File: src/repm_pkg.sv
// Shared types, widths and constants for the RMS envelope peak meter.
`default_nettype none
package repm_pkg;

    localparam int MAX_BLOCK = 256;

    localparam int SAMPLE_W = 16;
    localparam int KIND_W   = 2;
    localparam int MAG_W    = 15;
    localparam int SQ_W     = 2 * MAG_W;
    localparam int COUNT_W  = $clog2(MAX_BLOCK + 1);
    localparam int SUM_W    = SQ_W + COUNT_W;
    localparam int FRAC_W   = 16;
    localparam int NUM_W    = SUM_W + FRAC_W;
    localparam int RAD_W    = NUM_W + (NUM_W % 2);
    localparam int ROOT_W   = RAD_W / 2;
    localparam int ENV_W    = 23;
    localparam int KEEP_W   = 16;
    localparam int PROD_W   = KEEP_W + 1 + ENV_W;
    localparam int ITER_W   = $clog2(NUM_W + 1);
    localparam int OUT_W    = 56;

    localparam int QUEUE_DEPTH = 4;
    localparam int QPTR_W      = $clog2(QUEUE_DEPTH);

    localparam int ADDR_W = 3;
    localparam int DATA_W = 32;

    localparam logic [MAG_W-1:0] MAG_MAX = '1;
    localparam logic [ENV_W-1:0] ENV_MAX = '1;

    localparam logic [KIND_W-1:0] KIND_RX   = 2'd0;
    localparam logic [KIND_W-1:0] KIND_TX   = 2'd1;
    localparam logic [KIND_W-1:0] KIND_READ = 2'd2;

    localparam logic REG_ATTACK  = 1'b0;
    localparam logic REG_RELEASE = 1'b1;

    localparam logic [KEEP_W-1:0] ATTACK_RESET  = 16'd26214;
    localparam logic [KEEP_W-1:0] RELEASE_RESET = 16'd61604;

    typedef struct packed {
        logic [KIND_W-1:0] kind;
        logic              last;
        logic [MAG_W-1:0]  mag;
        logic [SQ_W-1:0]   sq;
    } op_t;

    typedef struct packed {
        logic [KEEP_W-1:0] attack_keep;
        logic [KEEP_W-1:0] release_keep;
    } cfg_t;

    typedef struct packed {
        logic [ENV_W-1:0] envelope_level;
        logic [MAG_W-1:0] peak_receive;
        logic [MAG_W-1:0] peak_transmit;
        logic             from_read;
    } result_t;

endpackage
`default_nettype wire

File: src/rms_envelope_peak_meter.sv
// Top level of the RMS envelope peak meter: front end, queue, back end and registers.
//
//  channel   dir  handshake           contents
//  s_        in   s_tvalid/s_tready   tdata sample, tuser kind, tlast end of block
//  m_        out  m_tvalid/m_tready   tdata envelope and peaks, tuser from_read
//  apb       in   psel/penable        attack_keep at 0x0, release_keep at 0x4
//
// Receive, transmit and read beats are each taken by the back end while it is idle; a four-entry
// queue lets the input keep flowing while the back end is busy.
// A receive beat with tlast then runs the divider and square root, one bit a cycle each,
// and the multiply, envelope update and emit steps of the back end.
// Reset is synchronous, active low, and clears sum, count, envelope and peaks.
// A stalled result holds in the output register; a read waits only for that slot.
`default_nettype none
module rms_envelope_peak_meter (
    input  wire logic                          aclk,
    input  wire logic                          aresetn,
    input  wire logic                          s_tvalid,
    output logic                               s_tready,
    input  wire logic [15:0]                   s_tdata,  // [15:0] sample
    input  wire logic [1:0]                    s_tuser,  // [1:0] kind
    input  wire logic                          s_tlast,
    output logic                               m_tvalid,
    input  wire logic                          m_tready,
    output logic [repm_pkg::OUT_W-1:0]         m_tdata,  // [22:0] envelope_level,
                                                         // [37:23] peak_receive,
                                                         // [52:38] peak_transmit
    output logic [0:0]                         m_tuser,  // [0] from_read
    input  wire logic                          psel,
    input  wire logic                          penable,
    input  wire logic                          pwrite,
    input  wire logic [repm_pkg::ADDR_W-1:0]   paddr,
    input  wire logic [repm_pkg::DATA_W-1:0]   pwdata,
    output logic      [repm_pkg::DATA_W-1:0]   prdata,
    output logic                               pready
);

    repm_pkg::cfg_t    cfg;
    repm_pkg::op_t     push_entry;
    repm_pkg::op_t     head_entry;
    repm_pkg::result_t result;
    logic              q_push;
    logic              q_pop;
    logic              q_empty;
    logic              q_full;

    repm_regs u_regs (
        .aclk    (aclk),
        .aresetn (aresetn),
        .psel    (psel),
        .penable (penable),
        .pwrite  (pwrite),
        .paddr   (paddr),
        .pwdata  (pwdata),
        .prdata  (prdata),
        .pready  (pready),
        .cfg     (cfg)
    );

    repm_front u_front (
        .s_tvalid (s_tvalid),
        .s_tready (s_tready),
        .s_tdata  (s_tdata),
        .s_tuser  (s_tuser),
        .s_tlast  (s_tlast),
        .q_full   (q_full),
        .q_push   (q_push),
        .q_entry  (push_entry)
    );

    repm_queue u_queue (
        .aclk      (aclk),
        .aresetn   (aresetn),
        .push      (q_push),
        .entry_in  (push_entry),
        .pop       (q_pop),
        .entry_out (head_entry),
        .empty     (q_empty),
        .full      (q_full)
    );

    repm_back u_back (
        .aclk     (aclk),
        .aresetn  (aresetn),
        .cfg      (cfg),
        .op       (head_entry),
        .op_valid (!q_empty),
        .pop      (q_pop),
        .m_tvalid (m_tvalid),
        .m_tready (m_tready),
        .result   (result)
    );

    assign m_tdata = {{(repm_pkg::OUT_W - repm_pkg::ENV_W - 2*repm_pkg::MAG_W){1'b0}},
                      result.peak_transmit, result.peak_receive, result.envelope_level};
    assign m_tuser = result.from_read;

endmodule
`default_nettype wire

File: src/repm_regs.sv
// APB register file holding the attack and release weights.
`default_nettype none
module repm_regs (
    input  wire logic                         aclk,
    input  wire logic                         aresetn,
    input  wire logic                         psel,
    input  wire logic                         penable,
    input  wire logic                         pwrite,
    input  wire logic [repm_pkg::ADDR_W-1:0]  paddr,
    input  wire logic [repm_pkg::DATA_W-1:0]  pwdata,
    output logic      [repm_pkg::DATA_W-1:0]  prdata,
    output logic                              pready,
    output repm_pkg::cfg_t                    cfg
);

    logic [repm_pkg::KEEP_W-1:0] attack_reg, attack_next;
    logic [repm_pkg::KEEP_W-1:0] release_reg, release_next;
    logic                        wr_en;
    logic                        sel;

    assign pready = 1'b1;
    assign wr_en  = psel && penable && pwrite;
    assign sel    = paddr[2];

    always_comb begin
        attack_next  = attack_reg;
        release_next = release_reg;
        if (wr_en) begin
            case (sel)
                repm_pkg::REG_ATTACK:  attack_next  = pwdata[repm_pkg::KEEP_W-1:0];
                repm_pkg::REG_RELEASE: release_next = pwdata[repm_pkg::KEEP_W-1:0];
                default: ;
            endcase
        end
    end

    always_comb begin
        case (sel)
            repm_pkg::REG_ATTACK:
                prdata = {{(repm_pkg::DATA_W-repm_pkg::KEEP_W){1'b0}}, attack_reg};
            repm_pkg::REG_RELEASE:
                prdata = {{(repm_pkg::DATA_W-repm_pkg::KEEP_W){1'b0}}, release_reg};
            default:
                prdata = '0;
        endcase
    end

    always_ff @(posedge aclk) begin
        if (!aresetn) begin
            attack_reg  <= repm_pkg::ATTACK_RESET;
            release_reg <= repm_pkg::RELEASE_RESET;
        end else begin
            attack_reg  <= attack_next;
            release_reg <= release_next;
        end
    end

    assign cfg.attack_keep  = attack_reg;
    assign cfg.release_keep = release_reg;

endmodule
`default_nettype wire

File: src/repm_front.sv
// Input side: accepts beats, takes the magnitude and square, drops unused kinds.
`default_nettype none
module repm_front (
    input  wire logic                           s_tvalid,
    output logic                                s_tready,
    input  wire logic [repm_pkg::SAMPLE_W-1:0]  s_tdata,
    input  wire logic [repm_pkg::KIND_W-1:0]    s_tuser,
    input  wire logic                           s_tlast,
    input  wire logic                           q_full,
    output logic                                q_push,
    output repm_pkg::op_t                       q_entry
);

    logic [repm_pkg::SAMPLE_W-1:0] neg;
    logic [repm_pkg::MAG_W-1:0]    mag;
    logic                          known;

    assign s_tready = !q_full;

    // -32768 negates to itself; saturate it
    assign neg = repm_pkg::SAMPLE_W'(0) - s_tdata;
    always_comb begin
        if (s_tdata[repm_pkg::SAMPLE_W-1]) begin
            mag = neg[repm_pkg::SAMPLE_W-1] ? repm_pkg::MAG_MAX : neg[repm_pkg::MAG_W-1:0];
        end else begin
            mag = s_tdata[repm_pkg::MAG_W-1:0];
        end
    end

    assign known = (s_tuser == repm_pkg::KIND_RX) || (s_tuser == repm_pkg::KIND_TX)
                || (s_tuser == repm_pkg::KIND_READ);

    assign q_push        = s_tvalid && !q_full && known;
    assign q_entry.kind  = s_tuser;
    assign q_entry.last  = s_tlast;
    assign q_entry.mag   = mag;
    assign q_entry.sq    = repm_pkg::SQ_W'(mag) * repm_pkg::SQ_W'(mag);

endmodule
`default_nettype wire

File: src/repm_queue.sv
// Short register queue between the front and back ends.
`default_nettype none
module repm_queue (
    input  wire logic          aclk,
    input  wire logic          aresetn,
    input  wire logic          push,
    input  repm_pkg::op_t      entry_in,
    input  wire logic          pop,
    output repm_pkg::op_t      entry_out,
    output logic               empty,
    output logic               full
);

    repm_pkg::op_t             mem_reg [repm_pkg::QUEUE_DEPTH];
    logic [repm_pkg::QPTR_W:0] wr_ptr_reg, wr_ptr_next;
    logic [repm_pkg::QPTR_W:0] rd_ptr_reg, rd_ptr_next;

    assign empty = (wr_ptr_reg == rd_ptr_reg);
    assign full  = (wr_ptr_reg[repm_pkg::QPTR_W-1:0] == rd_ptr_reg[repm_pkg::QPTR_W-1:0])
                && (wr_ptr_reg[repm_pkg::QPTR_W] != rd_ptr_reg[repm_pkg::QPTR_W]);

    assign entry_out   = mem_reg[rd_ptr_reg[repm_pkg::QPTR_W-1:0]];
    assign wr_ptr_next = wr_ptr_reg + (repm_pkg::QPTR_W+1)'(push && !full);
    assign rd_ptr_next = rd_ptr_reg + (repm_pkg::QPTR_W+1)'(pop && !empty);

    always_ff @(posedge aclk) begin
        if (push && !full) begin
            mem_reg[wr_ptr_reg[repm_pkg::QPTR_W-1:0]] <= entry_in;
        end
    end

    always_ff @(posedge aclk) begin
        if (!aresetn) begin
            wr_ptr_reg <= '0;
            rd_ptr_reg <= '0;
        end else begin
            wr_ptr_reg <= wr_ptr_next;
            rd_ptr_reg <= rd_ptr_next;
        end
    end

endmodule
`default_nettype wire

File: src/repm_back.sv
// Back end: peak holds, square sum, serial divide and root, envelope update, result register.
`default_nettype none
module repm_back (
    input  wire logic          aclk,
    input  wire logic          aresetn,
    input  repm_pkg::cfg_t     cfg,
    input  repm_pkg::op_t      op,
    input  wire logic          op_valid,
    output logic               pop,
    output logic               m_tvalid,
    input  wire logic          m_tready,
    output repm_pkg::result_t  result
);

    localparam logic [2:0] ST_IDLE = 3'd0;
    localparam logic [2:0] ST_DIV  = 3'd1;
    localparam logic [2:0] ST_SQRT = 3'd2;
    localparam logic [2:0] ST_MULA = 3'd3;
    localparam logic [2:0] ST_MULB = 3'd4;
    localparam logic [2:0] ST_FIN  = 3'd5;
    localparam logic [2:0] ST_EMIT = 3'd6;

    localparam logic [repm_pkg::KEEP_W:0]   KEEP_ONE =
        (repm_pkg::KEEP_W+1)'(1) << repm_pkg::KEEP_W;
    localparam logic [repm_pkg::PROD_W:0]   ROUND    =
        (repm_pkg::PROD_W+1)'(1) << (repm_pkg::KEEP_W - 1);

    logic [2:0]                     state_reg, state_next;
    logic [repm_pkg::SUM_W-1:0]     sum_reg, sum_next;
    logic [repm_pkg::COUNT_W-1:0]   count_reg, count_next;
    logic [repm_pkg::ENV_W-1:0]     env_reg, env_next;
    logic [repm_pkg::MAG_W-1:0]     rx_peak_reg, rx_peak_next;
    logic [repm_pkg::MAG_W-1:0]     tx_peak_reg, tx_peak_next;
    logic [repm_pkg::NUM_W-1:0]     num_reg, num_next;
    logic [repm_pkg::COUNT_W-1:0]   rem_reg, rem_next;
    logic [repm_pkg::COUNT_W-1:0]   div_reg, div_next;
    logic [repm_pkg::ITER_W-1:0]    iter_reg, iter_next;
    logic [repm_pkg::RAD_W-1:0]     rad_reg, rad_next;
    logic [repm_pkg::ROOT_W-1:0]    root_reg, root_next;
    logic [repm_pkg::ROOT_W:0]      srem_reg, srem_next;
    logic [repm_pkg::ENV_W-1:0]     rms_reg, rms_next;
    logic [repm_pkg::KEEP_W-1:0]    keep_reg, keep_next;
    logic [repm_pkg::PROD_W-1:0]    prod_reg, prod_next;
    logic [repm_pkg::PROD_W-1:0]    acc_reg, acc_next;
    logic                           out_valid_reg, out_valid_next;
    repm_pkg::result_t              out_reg, out_next;

    logic                           out_free;
    logic                           in_block;
    logic [repm_pkg::SUM_W-1:0]     sum_add;
    logic [repm_pkg::COUNT_W-1:0]   cnt_add;
    logic [repm_pkg::MAG_W-1:0]     rx_max;
    logic [repm_pkg::MAG_W-1:0]     tx_max;
    logic [repm_pkg::COUNT_W:0]     rem_sh;
    logic [repm_pkg::COUNT_W:0]     rem_diff;
    logic                           q_bit;
    logic [repm_pkg::NUM_W-1:0]     num_shift;
    logic [repm_pkg::ROOT_W+2:0]    rem2;
    logic [repm_pkg::ROOT_W+2:0]    trial;
    logic [repm_pkg::ROOT_W+2:0]    sq_diff;
    logic                           take;
    logic [repm_pkg::ROOT_W-1:0]    root_shift;
    logic [repm_pkg::ENV_W-1:0]     rms_sat;
    logic [repm_pkg::KEEP_W:0]      weight;
    logic [repm_pkg::KEEP_W+repm_pkg::ENV_W-1:0] prod_a;
    logic [repm_pkg::PROD_W-1:0]    prod_b;
    logic [repm_pkg::PROD_W:0]      total;
    logic [repm_pkg::PROD_W-repm_pkg::KEEP_W:0] env_wide;

    assign out_free = !out_valid_reg || m_tready;
    assign in_block = count_reg < repm_pkg::COUNT_W'(repm_pkg::MAX_BLOCK);
    assign sum_add  = sum_reg + (in_block ? repm_pkg::SUM_W'(op.sq) : '0);
    assign cnt_add  = count_reg + repm_pkg::COUNT_W'(in_block);
    assign rx_max   = (op.mag > rx_peak_reg) ? op.mag : rx_peak_reg;
    assign tx_max   = (op.mag > tx_peak_reg) ? op.mag : tx_peak_reg;

    // restoring divide, one quotient bit a cycle
    assign rem_sh    = {rem_reg, num_reg[repm_pkg::NUM_W-1]};
    assign q_bit     = rem_sh >= {1'b0, div_reg};
    assign rem_diff  = rem_sh - {1'b0, div_reg};
    assign num_shift = {num_reg[repm_pkg::NUM_W-2:0], q_bit};

    // digit-by-digit square root, one root bit a cycle
    assign rem2       = {srem_reg, rad_reg[repm_pkg::RAD_W-1 -: 2]};
    assign trial      = {1'b0, root_reg, 2'b01};
    assign take       = rem2 >= trial;
    assign sq_diff    = rem2 - trial;
    assign root_shift = {root_reg[repm_pkg::ROOT_W-2:0], take};
    assign rms_sat    = (root_shift > repm_pkg::ROOT_W'(repm_pkg::ENV_MAX))
                      ? repm_pkg::ENV_MAX : root_shift[repm_pkg::ENV_W-1:0];

    assign weight   = KEEP_ONE - {1'b0, keep_reg};
    assign prod_a   = (repm_pkg::KEEP_W+repm_pkg::ENV_W)'(keep_reg)
                    * (repm_pkg::KEEP_W+repm_pkg::ENV_W)'(env_reg);
    assign prod_b   = repm_pkg::PROD_W'(weight) * repm_pkg::PROD_W'(rms_reg);
    assign total    = {1'b0, acc_reg} + {1'b0, prod_reg} + ROUND;
    assign env_wide = total[repm_pkg::PROD_W:repm_pkg::KEEP_W];

    always_comb begin
        state_next     = state_reg;
        sum_next       = sum_reg;
        count_next     = count_reg;
        env_next       = env_reg;
        rx_peak_next   = rx_peak_reg;
        tx_peak_next   = tx_peak_reg;
        num_next       = num_reg;
        rem_next       = rem_reg;
        div_next       = div_reg;
        iter_next      = iter_reg;
        rad_next       = rad_reg;
        root_next      = root_reg;
        srem_next      = srem_reg;
        rms_next       = rms_reg;
        keep_next      = keep_reg;
        prod_next      = prod_reg;
        acc_next       = acc_reg;
        out_valid_next = out_valid_reg && !m_tready;
        out_next       = out_reg;
        pop            = 1'b0;

        case (state_reg)
            ST_IDLE: begin
                if (op_valid) begin
                    case (op.kind)
                        repm_pkg::KIND_RX: begin
                            pop          = 1'b1;
                            rx_peak_next = rx_max;
                            if (op.last) begin
                                sum_next   = '0;
                                count_next = '0;
                                num_next   = {sum_add, {repm_pkg::FRAC_W{1'b0}}};
                                div_next   = cnt_add;
                                rem_next   = '0;
                                iter_next  = repm_pkg::ITER_W'(repm_pkg::NUM_W);
                                state_next = ST_DIV;
                            end else begin
                                sum_next   = sum_add;
                                count_next = cnt_add;
                            end
                        end
                        repm_pkg::KIND_TX: begin
                            pop          = 1'b1;
                            tx_peak_next = tx_max;
                        end
                        repm_pkg::KIND_READ: begin
                            if (out_free) begin
                                pop                     = 1'b1;
                                out_valid_next          = 1'b1;
                                out_next.envelope_level = env_reg;
                                out_next.peak_receive   = rx_peak_reg;
                                out_next.peak_transmit  = tx_peak_reg;
                                out_next.from_read      = 1'b1;
                                rx_peak_next            = '0;
                                tx_peak_next            = '0;
                            end
                        end
                        default: pop = 1'b1;
                    endcase
                end
            end
            ST_DIV: begin
                rem_next  = q_bit ? rem_diff[repm_pkg::COUNT_W-1:0]
                                  : rem_sh[repm_pkg::COUNT_W-1:0];
                num_next  = num_shift;
                iter_next = iter_reg - repm_pkg::ITER_W'(1);
                if (iter_reg == repm_pkg::ITER_W'(1)) begin
                    rad_next   = repm_pkg::RAD_W'(num_shift);
                    root_next  = '0;
                    srem_next  = '0;
                    iter_next  = repm_pkg::ITER_W'(repm_pkg::ROOT_W);
                    state_next = ST_SQRT;
                end
            end
            ST_SQRT: begin
                srem_next = take ? sq_diff[repm_pkg::ROOT_W:0] : rem2[repm_pkg::ROOT_W:0];
                root_next = root_shift;
                rad_next  = rad_reg << 2;
                iter_next = iter_reg - repm_pkg::ITER_W'(1);
                if (iter_reg == repm_pkg::ITER_W'(1)) begin
                    rms_next   = rms_sat;
                    keep_next  = (rms_sat > env_reg) ? cfg.attack_keep : cfg.release_keep;
                    state_next = ST_MULA;
                end
            end
            ST_MULA: begin
                prod_next  = repm_pkg::PROD_W'(prod_a);
                state_next = ST_MULB;
            end
            ST_MULB: begin
                acc_next   = prod_reg;
                prod_next  = prod_b;
                state_next = ST_FIN;
            end
            ST_FIN: begin
                env_next   = (env_wide >
                              (repm_pkg::PROD_W-repm_pkg::KEEP_W+1)'(repm_pkg::ENV_MAX))
                           ? repm_pkg::ENV_MAX : env_wide[repm_pkg::ENV_W-1:0];
                state_next = ST_EMIT;
            end
            ST_EMIT: begin
                if (out_free) begin
                    out_valid_next          = 1'b1;
                    out_next.envelope_level = env_reg;
                    out_next.peak_receive   = rx_peak_reg;
                    out_next.peak_transmit  = tx_peak_reg;
                    out_next.from_read      = 1'b0;
                    state_next              = ST_IDLE;
                end
            end
            default: state_next = ST_IDLE;
        endcase
    end

    always_ff @(posedge aclk) begin
        if (!aresetn) begin
            state_reg     <= ST_IDLE;
            sum_reg       <= '0;
            count_reg     <= '0;
            env_reg       <= '0;
            rx_peak_reg   <= '0;
            tx_peak_reg   <= '0;
            out_valid_reg <= 1'b0;
        end else begin
            state_reg     <= state_next;
            sum_reg       <= sum_next;
            count_reg     <= count_next;
            env_reg       <= env_next;
            rx_peak_reg   <= rx_peak_next;
            tx_peak_reg   <= tx_peak_next;
            out_valid_reg <= out_valid_next;
        end
    end

    always_ff @(posedge aclk) begin
        num_reg  <= num_next;
        rem_reg  <= rem_next;
        div_reg  <= div_next;
        iter_reg <= iter_next;
        rad_reg  <= rad_next;
        root_reg <= root_next;
        srem_reg <= srem_next;
        rms_reg  <= rms_next;
        keep_reg <= keep_next;
        prod_reg <= prod_next;
        acc_reg  <= acc_next;
        out_reg  <= out_next;
    end

    assign m_tvalid = out_valid_reg;
    assign result   = out_reg;

endmodule
`default_nettype wire

File: config.mk
export PLATFORM = sky130hd
export DESIGN_NAME = rms_envelope_peak_meter
export DESIGN_NICKNAME = d
export VERILOG_FILES = /design/src/repm_pkg.sv /design/src/rms_envelope_peak_meter.sv /design/src/repm_regs.sv /design/src/repm_front.sv /design/src/repm_queue.sv /design/src/repm_back.sv
export SDC_FILE = /design/constraint.sdc
export NUM_CORES = 2
export LEC_CHECK = 0
export ABC_AREA = 1
export CAP_MARGIN = 20
export CORE_MARGIN = 2
export CORE_UTILIZATION = 43
export CTS_BUF_LIST = sky130_fd_sc_hd__clkbuf_16
export DETAILED_ROUTE_END_ITERATION = 10
export DONT_BUFFER_PORTS = 1
export GPL_ROUTABILITY_DRIVEN = 1
export PLACE_DENSITY_LB_ADDON = 0.3
export SLEW_MARGIN = 20
export SYNTH_ARGS = -nofsm -noshare
export SYNTH_HDL_FRONTEND = slang
export SYNTH_SLANG_ARGS = --single-unit
File: constraint.sdc
create_clock -name aclk -period 7.27 [get_ports aclk]
set_input_delay 1.0905 -clock aclk [delete_from_list [all_inputs] [get_ports aclk]]
set_output_delay 1.0905 -clock aclk [all_outputs]
set_load 0.01 [all_outputs]
# == Yosys cells after proc, flatten, opt, wreduce, memory -nomap -nowiden ==
# Memory sizes are Yosys's and may differ from the RTL's. A register that Yosys moved wholly into a read port is not among the register bits.
# Index checks and enable logic that the tools add are counted.
# op_classes
add_sub_neg,11
n_mux,59
n_lt_le_gt_ge,8
eq_ne,25
shifts,0
n_reduce_logical,37
bitwise_logic,2
div_mod_pow,0
multipliers,3
# ops
operator,n
$mux W54,4
$mux W55,3
$pmux W56 S2,1
$pmux W55 S2,1
$pmux W54 S2,1
$pmux W40 S2,1
$mux W15,5
$pmux W32 S2,1
$pmux W15 S2,2
$mux W29,2
$pmux W29 S2,1
$mux W56,1
$pmux W28 S2,1
$mux W23,2
$mux W9,5
$add A40 B40 Y41,1
$add A41 B16 Y41 const B,1
$mul A17 B23 Y40,1
$add A39 B39 Y39,1
$mul A16 B23 Y39,1
$mux W39,1
$ge A31 B30 Y1,1
$gt A15 B15 Y1,2
$mul A15 B15 Y30,1
other kinds (47),104
# totals
latch_bits,0
ram_bits,192
inputBits,61
output_inout_bits,92
reg_bits,508
wordCells,172
rom_bits,0
n_memories,1
# memory_table
memory,words,width,rd,rd_clocked_by_memory_dff,wr,line,text
u_queue.mem_reg,4,48,1,1,1,repm_queue.sv:14,repm_pkg::op_t mem_reg [repm_pkg::QUEUE_DEPTH];

# == Longest topological paths before layout ==
# logic_depth
ltp_word,9
depth_mapped,38
ltp_nobuf,35

# == By module ==
# A second synthesis with hierarchy kept.
# unflattened
hier_cells,8539
area_unflattened_um2,69571.7
# by_module_without_submodules
module,n_inst,seq_area_each_um2,cells_per_inst,area_each_um2
repm_back,1,13062.5,6831,53182.3
repm_queue,1,5885.6,520,7671.1
repm_front,1,0.0,939,7081.8
repm_regs,1,640.6,244,1606.5
rms_envelope_peak_meter,1,0.0,5,30.0

# == Worst setup path before layout ==
# Ideal clock, no wire load.
# synth_timing
kind,input port to flip-flop
startpoint,input port s_tdata[0]
endpoint,"memory u_queue.mem_reg[0][22] (netlist bit), data pin"
path_buffers,0
stages,29
setup_time_ps,273
arrival_time_ps,7038
path_slack_ps,-40
t_required_ps,6997
cell_sequence,inv_1 ha_1 nand4_1 nand2_1 or2_2 nand3_1 inv_1 nor2_1 inv_1 fa_1 inv_1 fa_1 inv_1 fa_1 fa_1 inv_1 fa_1 inv_1 fa_1 inv_1 ha_1 nand2_1 nor2_1 nand2_1 o21ai_0 nand2_1 nor2_1 nor2_1 xnor2_1
# synth_rtl
item,line,text
start: declaration,rms_envelope_peak_meter.sv:20,"input wire logic [15:0] s_tdata,"
end: declaration,repm_queue.sv:14,

# == Worst setup path in the final report ==
# layout_timing
startpoint,register u_back.keep_reg[0] (netlist bit)
endpoint,"register u_back.prod_reg[28] (netlist bit), data pin"
# layout_between
elab_chain_len,3
elab_cells_between_ends,4
cone_classes,add/sub: 1; mul: 2; mux: 1
# layout_lines
item,line,text
start: declaration,repm_back.sv:42,"logic [repm_pkg::KEEP_W-1:0] keep_reg, keep_next;"
start signal: assignment,repm_back.sv:243,keep_reg <= keep_next;
$sub A17 B16 Y17,repm_back.sv:92,"assign weight = KEEP_ONE - {1'b0, keep_reg};"
$mul A17 B23 Y40,repm_back.sv:95,assign prod_b = repm_pkg::PROD_W'(weight) * repm_pkg::PROD_W'(rms_reg);
$pmux W40 S2 (*),repm_back.sv:121,case (state_reg)
net u_back.prod_next (one bit),repm_back.sv:43,"logic [repm_pkg::PROD_W-1:0] prod_reg, prod_next;"
end signal: assignment,repm_back.sv:244,prod_reg <= prod_next;
end: declaration,repm_back.sv:43,
# Mark *: on every way through the listed nets, which the timed path passes. The rest lies on a longest branch.
# A chain may end at the register's enable or synchronous reset.

==> results.md <==
* Outcome: complete, no violations
* Syn_area_per_cell at roughly 8.2 um^2
* Site Rows at 146
* Drt first-iter violations at between 4000 and 5000
* Peak supply drop at about 850 uV
* Die area at 162000 um^2
* Total power density per cell area at 322 nW/um^2
* Setup ws final at 0.285 ns
* Power share of the sequential group at roughly 28%
* Area delta synth->final at 10.8%
* Max FFs per register at between 150 and 200
* Most common cell after layout, fill and taps aside: nand2_1
* Finished layout cell area at around 76000 um^2
* Top routing layer in use: met5
* Ys async rst share at 0%
* Pint at about 14 mW
* Sw Share at 42.8%
* Placed cells at 10500
* Post-DP Area at just over 70000 um^2
* DPL Wire Length at between 150000 and 200000 um
* Global route overflow at 0
* Crit end category: register
* Die Wd at 403 um
* CP Buf/Inv Count at 10
* Yosys cell types at between 50 and 60
* CTS root buffer: clkbuf_16
* Per-cell routed wire length at 18.8 um
* Max_slew headroom at 25.6%
* Top FF cell, synth: edfxtp_1
* Post-synth EDFFs at ~550
* Fillers at 15300
* CTS Buf Count at 78
* Max_cap viols at 0
* Fraction of layout cells with a size suffix above 1 at 8.22%
* PortBufs at 0
* Final setup vio count at 0
* Die Y at 403 um
* Largest net degree at the start of global routing at 107
* Num Clock Sinks at ~700
* Drt first pass iters at 6
* Skew-Pair Late Insertion Delay at ~0.69 ns
* Max Transition Viols Final at 0
* Final Hold Fails at 0
* ANT nets after route at 0
* DR WL met3 at 13200 um
* Layout Nets at around 9900
* Synth warn at 0
* Routed WL at 201000 um
* Levels on crit path at 32
* Worst-path clk slew at approximately 0.060 ns
* Largest stage delay, worst path at about 0.57 ns
* Reg2reg path depth at 32
* DRC Markers at 0
* Sequential cell area at slightly below 20000 um^2
* Psw at ~10 mW
* CTS max path bufs at 3
* Core area at around 160000 um^2
* CP Max Fanout at 14
* First-pass GRT wire length at approximately 320000 um
* Logic pwr share at a little under three fifths
* Crit-path leading delay family: adder cells
* Critical path class: reg2reg
* Final worst path period need at around 7 ns
* Skew final at roughly 0.067 ns
* RD Place Congestion at roughly 0.96
* Via Count at approximately 55000
* Starting density of the core at between 40% and 50%
* Worst EP arrival at approximately 7.4 ns
* Post-Synthesis Cells at 8379
* Number of vias per cell at around 5.2
* Crit-path slowest cell: fa_1
* Sequential fraction of the synthesis area at roughly 28%
* CP startpoint kind: register
* Power, Total at between 20 and 25 mW
* Ports at between 150 and 200
* Met2 wire len at around 93000 um
* Mapped Area at a little under 70000 um^2
* Achievable Freq at between 100 and 150 MHz
* Fin crit share at 96.1%
* HP Class: reg2reg
* Htree depth at 3
* Metal-1 WL at slightly below 90000 um
* Pre-CTS WS at -0.337 ns
* Most frequent cells in the layout: 1893 x nand2_1, 1653 x inv_1, 795 x nor2_1
* Synth Register Bits at slightly below 700
* CTS tree: done
* Slew of the pin with the lowest slew margin at ~1.1 ns
* Hold_buf cts at 0
* Setup TNS at 0 ns
* Global-route usage over all layers at around a quarter
* Crit path required time at between 7 and 8 ns
* Antenna violations before repair at 7
* Leak at between 30 and 40 nW
* Clock power frac at 16.0%
* RSZ-0062 raised after global routing: true
* Footprint of the multi-input gates at between 40000 and 50000 um^2
* Fin cells at ~11000
* Vias in the first global route at 55200
* Hold path depth at 0
## through the flow
| stage | hold slack, ns | utilization, % |
|---|---|---|
| floorplan | 0.406 | - |
| global placement | 0.455 | 46.0 |
| detailed placement | 0.450 | 46.0 |
| CTS | 0.463 | 47.6 |
| global route | 0.471 | 47.9 |
| finish | 0.464 | 47.9 |
## final timing paths
path	endpoint	slack, ns	start
max	u_back.prod_reg[28]	0.29	u_back.keep_reg[0]
min	u_back.acc_reg[15]	0.46	u_back.prod_reg[15]
max reg2reg	u_back.prod_reg[28]	0.29	u_back.keep_reg[0]
min reg2reg	u_back.acc_reg[15]	0.46	u_back.prod_reg[15]
## what timing repair did
action	in CTS	in global routing
setup endpoints to repair	5	33
gates resized for setup	6	128
pin swaps	0	24
setup buffers	0	3
## synth_stat cells (6+ instances only)
cell type  number  area [um^2]
a21o_1         14          105
nand3b_1       19          143
a21oi_1       482         2410
a21boi_0        6         45.0
buf_2          46          230
ha_1          521         6520
nand2_1      1916         7190
inv_1        1650         6190
and3_1          6         37.5
nand3_1       322         1610
buf_6          14          158
o22ai_1        17          106
nor3_1         49          245
a31oi_1        23          144
edfxtp_1      549        16500
xor2_1         73          639
inv_2          20         75.1
clkbuf_1      205          769
buf_4          29          218
nor2_2         21          131
o21bai_1       32          240
nor2_1        827         3100
buf_1          17         63.8
fa_1          747        15000
nand4_1        57          357
or2_2          22          138
nor4_1         11         68.8
dfxtp_1       143         2860
o21a_1          8         60.1
xnor2_1        33          289
o211ai_1        7         52.6
o21ai_0       435         2180
## logic make-up (layout without fill, tap and decap cells)
| logic type | Yosys count | count (layout) | synth area share, % |
|---|---|---|---|
| XOR/XNOR | 106 | 106 | 1.36 |
| flip-flops | 692 | 692 | 28.3 |
| adder cells (fa/ha/maj) | 1268 | 1268 | 31.4 |
| other | 2 | 28 | 0.0110 |
| buffers and inverters | 1988 | 2215 | 11.3 |
| AND/OR/NAND/NOR | 3279 | 3279 | 19.5 |
| AO/OA/AOI/OAI | 1044 | 1044 | 8.05 |
## layer usage
layer	vias up	global-route usage (%)
li1	26400	-
met1	27100	34.7
met2	1660	40.9
met3	269	3.31
met4	4	6.73
met5	-	0
## power groups by stage
stage          clock, mW  combinational, mW  sequential (mW)
6_report            3.91               13.5             6.95
5_1_grt             4.13               15.2             7.03
4_1_cts             3.99               13.5             6.96
3_5_place_dp           0               13.4             7.03
3_3_place_gp           0               13.2             7.01
2_1_floorplan          0               8.30             6.83
## final cells by class
type	count	share of cell area [%]
antenna	6	0.0198
clock buffer	82	2.71
clock inverter	64	0.648
timing repair buffer	393	4.07
multi-input combinational	5719	55.2
inverter	1676	8.32
sequential	692	25.6
tap	2072	3.43
(Power assumes the default switching activity.)
